$ cat config.mk
export PLATFORM = sky130hd
export DESIGN_NAME = bei_ctrl
export DESIGN_NICKNAME = d
export VERILOG_FILES = /design/src/sv/bei_pkg.sv /design/src/sv/bei_ctrl.sv
export SDC_FILE = /design/constraint.sdc
export NUM_CORES = 1
export LEC_CHECK = 0
export BUFFER_PORTS_ARGS = -buffer_cell sky130_fd_sc_hd__buf_2
export CAP_MARGIN = 20
export CORE_AREA = 5 5 42 44
export CTS_CLUSTER_SIZE = 14
export DETAILED_ROUTE_END_ITERATION = 12
export DIE_AREA = 0 0 47 49
export GPL_ROUTABILITY_DRIVEN = 0
export PLACE_DENSITY = 0.35
export RECOVER_POWER = 25
export REMOVE_ABC_BUFFERS = 1
export SLEW_MARGIN = 20
export SYNTH_ARGS = -nofsm -noshare
export SYNTH_HDL_FRONTEND = slang
export SYNTH_SLANG_ARGS = --single-unit
$ cat constraint.sdc
create_clock -name clk -period 2.8 [get_ports clk]
set_input_delay 0.56 -clock clk [delete_from_list [all_inputs] [get_ports clk]]
set_output_delay 0.56 -clock clk [all_outputs]
set_load 0.005 [all_outputs]
$ cat src/sv/bei_pkg.sv
// ----------------------------------------------------------------------------
// bei_pkg: shared types and constants for the biomorph escape iterator
// Field widths, fixed-point format, register indexes, controller states and
// the command/status bundles between controller and datapath.
// ----------------------------------------------------------------------------
package bei_pkg;

    // fixed-point format
    localparam int FRAC_BITS  = 28;
    localparam int COUNT_BITS = 16;
    localparam int IN_W       = 32;               // point and Julia constant
    localparam int THR_W      = 32;               // unsigned threshold
    localparam int Z_BITS     = 40;               // internal z, signed Q12.28
    localparam int HALF       = Z_BITS / 2;       // multiplier operand split
    localparam int PP_W       = Z_BITS + HALF;    // partial product width
    localparam int PROD_W     = 2 * Z_BITS;       // full product width
    localparam int SUM_W      = Z_BITS + 3;       // pre-saturation sum width
    localparam int CFG_W      = 32;               // config data width
    localparam int ADDR_W     = 3;

    // reset values
    localparam logic [THR_W-1:0]      THR_RESET  = 32'hA000_0000;  // 10.0
    localparam logic [COUNT_BITS-1:0] ITER_RESET = COUNT_BITS'(256);

    // square product cap, 1.0 at Z_BITS above the binary point of the shift
    localparam logic [PROD_W-1:0] PROD_CAP = PROD_W'(1) << Z_BITS;

    // register indexes
    localparam logic [ADDR_W-1:0] REG_THRESHOLD = 3'd0;
    localparam logic [ADDR_W-1:0] REG_MAX_ITER  = 3'd1;
    localparam logic [ADDR_W-1:0] REG_JULIA_EN  = 3'd2;
    localparam logic [ADDR_W-1:0] REG_JULIA_RE  = 3'd3;
    localparam logic [ADDR_W-1:0] REG_JULIA_IM  = 3'd4;

    typedef struct packed {
        logic signed [IN_W-1:0] c_re;
        logic signed [IN_W-1:0] c_im;
    } in_item_t;

    typedef struct packed {
        logic [COUNT_BITS-1:0] escape_count;
        logic                  escaped;
    } out_item_t;

    typedef struct packed {
        logic [THR_W-1:0]      threshold;
        logic [COUNT_BITS-1:0] max_iter;
        logic                  julia_mode;
        logic [IN_W-1:0]       julia_c_re;
        logic [IN_W-1:0]       julia_c_im;
    } cfg_t;

    typedef enum logic [2:0] {
        ST_IDLE,
        ST_MUL_LO,
        ST_MUL_HI,
        ST_ACC,
        ST_UPD,
        ST_DONE
    } state_t;

    // controller to datapath
    typedef struct packed {
        logic load;     // capture request, set up z and constant
        logic mul_lo;   // partial products on low operand half
        logic mul_hi;   // partial products on high operand half
        logic acc;      // combine, shift and cap products
        logic upd;      // new z, escape test, counter step
    } cmd_t;

    // datapath to controller
    typedef struct packed {
        logic zero_lim; // iteration limit is zero
        logic finish;   // valid in update: escaped or last iteration
    } stat_t;

endpackage

$ cat src/sv/bei_ctrl.sv
// ----------------------------------------------------------------------------
// bei_ctrl: iteration sequencer
// Four-step iteration loop (low products, high products, accumulate, update)
// and hand-off of the finished result to the output register.
// ----------------------------------------------------------------------------
module bei_ctrl
    import bei_pkg::*;
(
    input  logic  clk,
    input  logic  rst_n,
    input  logic  req_valid,
    output logic  req_ready,
    input  logic  out_free,
    output logic  push,
    input  stat_t stat,
    output cmd_t  cmd
);

    state_t state_reg;
    state_t state_next;

    // state register
    always_ff @(posedge clk or negedge rst_n)
    begin
        if (!rst_n)
        begin
            state_reg <= ST_IDLE;
        end
        else
        begin
            state_reg <= state_next;
        end
    end

    // next state and commands
    always_comb
    begin
        state_next = state_reg;
        cmd        = '0;
        push       = 1'b0;
        req_ready  = 1'b0;
        case (state_reg)
            ST_IDLE:
            begin
                req_ready = 1'b1;
                if (req_valid)
                begin
                    cmd.load   = 1'b1;
                    state_next = stat.zero_lim ? ST_DONE : ST_MUL_LO;
                end
            end
            ST_MUL_LO:
            begin
                cmd.mul_lo = 1'b1;
                state_next = ST_MUL_HI;
            end
            ST_MUL_HI:
            begin
                cmd.mul_hi = 1'b1;
                state_next = ST_ACC;
            end
            ST_ACC:
            begin
                cmd.acc    = 1'b1;
                state_next = ST_UPD;
            end
            ST_UPD:
            begin
                cmd.upd    = 1'b1;
                state_next = stat.finish ? ST_DONE : ST_MUL_LO;
            end
            ST_DONE:
            begin
                // wait for a free output slot
                if (out_free)
                begin
                    push       = 1'b1;
                    state_next = ST_IDLE;
                end
            end
            default:
            begin
                state_next = ST_IDLE;
            end
        endcase
    end

endmodule

-- Yosys cells after proc, flatten, opt, wreduce, memory -nomap -nowiden
Index checks and enable logic that the tools add are counted.
- equal/unequal tests: 7
- reduce and logical (&&, ||, !) cells: 2
- muxes and demuxes: 14
- operators by type and width (kind ; count):
    $pmux W3 S6 ; 1
    $mux W3 ; 4
    $mux W1 ; 9
    $eq A3 B2 Y1 const B ; 2
    $eq A3 B3 Y1 const B ; 2
    $ne A2 B2 Y1 const B ; 2
    $eq A3 B1 Y1 const B ; 1
    $logic_not A3 Y1 ; 1
    $reduce_and A2 Y1 ; 1
- register bits: 3
- logic and storage cells: 24
- bits of input ports: 6

-- Depth between registers and ports, before layout
- word-level depth: 3
- mapped depth: 4
- gate-level depth less buffers: 3

-- Worst setup path after synthesis
No wires, ideal clock.
- path kind: register -> output
- from: register state_reg[0]
- to: output cmd[4] (netlist bit)
- arrival time: 863 ps
- buffers on the path: 1
- cell stages (with the launch flop): 4
- slack: 1377 ps
- cells stage by stage: dfrtp_1 > buf_6 > nor3_1 > and2_1
- RTL lines (what ; RTL line ; text):
    start, declared ; bei_ctrl.sv:19 ; state_t state_reg;
    start signal, assigned ; bei_ctrl.sv:31 ; state_reg <= state_next;
    end, declared ; bei_ctrl.sv:16 ; output cmd_t cmd

==> impl_metrics.tcl <==
set metrics [dict create \
    cts.sink_count 3 \
    p_leak_nw 0.148 \
    grt_pass1_vias 194 \
    fin_crit_ps 1750 \
    slew_viol_final 0 \
    ys_ff_latch 3 \
    grt_pass1_wl_um 828 \
    hpwl_um 460 \
    setup_viol 0 \
    grt-ovfl-total 0 \
    critPathMaxFanout 11 \
    ir_drop_uv 350 \
    r2r_start "state_reg[0]$_DFFE_PN0P_" \
    path_buf_inv 1 \
    io_buffer_count 12 \
    clk_pin_slew_ps 40 \
    cts-hold-fix-buffers 0 \
    initial_utilization_pct 14.4 \
    post_drt_wl_per_cell_um 11.2 \
    synth_seq_area_share_pct 37.3 \
    grt_usage_pct 5.01 \
    status "finished, final reports clean" \
    syn2layout_area_growth_pct 46.6 \
    critPathCaptureType "output pin" \
    postCtsSetupBuffers 0 \
    clockRootBuffer "clkbuf_4" \
    die-height_um 49 \
    cp_num_cells 2 \
    fillers 166 \
    worstSetupPathType "register to output pin" \
    syn_area_per_cell_sq_um 9.16 \
    cap_viol_max_count 0 \
    cts_buffer_depth 2 \
    worst_clock_skew_ps 2.24 \
    rr_endpoint "state_reg[2]$_DFFE_PN0P_" \
    drtAntennaViolNets 0 \
    clk_latency_ps 230 \
    syn_area_sq_um 201 \
    h-tree-depth 1 \
    routed_wl_um 594 \
    max_freq_mhz 572 \
    first_pass_iters 1 \
    timing.final.crit_share_pct 62.4 \
    tightest_slew_ps 301 \
    ys.warnings.count 0 \
    coreArea_sq_mm 0.00140 \
    post_cts_resized 0 \
    drc 0 \
    netlist-cell-type-count 15 \
    io_pins 13 \
    vias_per_cell 4.19 \
    p_per_area_mw_per_mm2 1060 \
    ff2ff_setup_slack_ps 1620 \
    dieWidth_um 47 \
    nNetsFinal 44 \
    rsz0062_at_grt "false" \
    row_count 14 \
    grt_max_degree 12 \
    start_kind "register" \
    antenna_cells 0 \
    crit_family "flip-flops" \
    detail_route.iter0.violations 0 \
    fp.dieArea_sq_mm 0.00230 \
    worstPathRequired_ps 2240 \
    drive_gt1_share_pct 43.2 \
    critPathSlowestCell "dfrtp_1" \
    crit_arrival_ps 1190 \
    hold_class "input port to async pin" \
    cts_tree "built" \
    slowest_delay_ps 500 \
    dr_total_vias 222 \
    final-hold-violation-count 0 \
    setup_tns_ps 0 \
    antenna_found_initial 0 \
    path_cells "nor3b_1, buf_2" \
    hold-worst-slack_ps 128 \
    crit_start "state_reg[0]$_DFFE_PN0P_" \
    r2r_cells 3 \
    largest_reg_flops 3 \
    slew_headroom_pct 80.0 \
    netlist_instances 22 \
    cts_buffers 3 \
]
-- layer usage --
| layer | track usage, % | vias up | wire, um |
|---|---|---|---|
| met5 | 0 | - | 0 |
| met4 | 4.15 | 0 | 0 |
| met2 | 5.20 | 13 | 216 |
| li1 | - | 109 | - |
| met3 | 1.11 | 0 | 90 |
| met1 | 7.96 | 100 | 286 |
-- placed cells by master (no fill, tap or decap), types with 2 or more instances in the layout --
master / netlist / final
nand2_1: 2 / 2
dfrtp_1: 3 / 3
a21oi_1: 2 / 2
buf_2: 0 / 11
nor3b_1: 2 / 2
nor2_1: 3 / 3
clkbuf_4: 0 / 3
clkbuf_1: 0 / 2
-- how the worst max path moves through the flow --
stage / end
2_1_floorplan: cmd[4]
3_3_place_gp: cmd[4]
3_5_place_dp: cmd[3]
4_1_cts: cmd[3]
5_1_grt: cmd[3]
6_report: cmd[3]
-- per-stage QoR --
stage / cell area, sq um / power, W / cells / setup WS, ps / utilization, %
2_1_floorplan: 190 / 0.000177 / 21 / 1390 / -
3_3_place_gp: 270 / 0.000234 / 49 / 1330 / 19.3
3_5_place_dp: 270 / 0.000240 / 49 / 1290 / 19.3
4_1_cts: 297 / 0.000319 / 53 / 1030 / 21.2
5_1_grt: 295 / 0.000343 / 53 / 899 / 21.1
6_report: 295 / 0.000313 / 53 / 1050 / 21.1
-- power breakdown --
group | internal, W | switching (W) | leakage (nW)
combinational | 0.0000751 | 0.0000568 | 0.0956
sequential | 0.0000636 | 0.0000425 | 0.0378
clock | 0.0000534 | 0.0000220 | 0.0150
-- cells in the mapped netlist, drive strengths merged --
master | instances | area [sq um]
dfrtp | 3 | 75.1
nor2 | 3 | 11.3
a21oi | 2 | 10.0
nand2 | 2 | 7.51
nor3b | 2 | 15.0
and2 | 1 | 6.26
and3b | 1 | 10.0
and4bb | 1 | 12.5
buf | 1 | 11.3
nand2b | 1 | 8.76
nor3 | 1 | 5.00
o21ai | 1 | 5.00
o221ai | 1 | 8.76
o31a | 1 | 8.76
or2 | 1 | 6.26
-- layout make-up --
class / count / area (sq um) / share of cell area, %
clock buffers: 4 / 26.3 / 8.90
multi-input cells: 18 / 115 / 39.0
flip-flops and latches: 3 / 75.1 / 25.4
well taps: 16 / 20.0 / 6.78
repair buffers: 12 / 58.8 / 19.9
-- worst reg2reg max path, stage by stage, from the launching register on --
cell and delay (ps):
dfrtp_1 500, and4bb_1 270, a21oi_1 120, o221ai_1 140
-- cell families after synthesis --
logic type             Yosys count  synth area share [%]
DFF                              3                  37.3
and+or+nand+nor                 13                  41.0
buffers and inverters            1                  5.59
AOI/OAI and AO/OA                5                  16.1
Note: power is estimated with default switching activity, not from simulation.
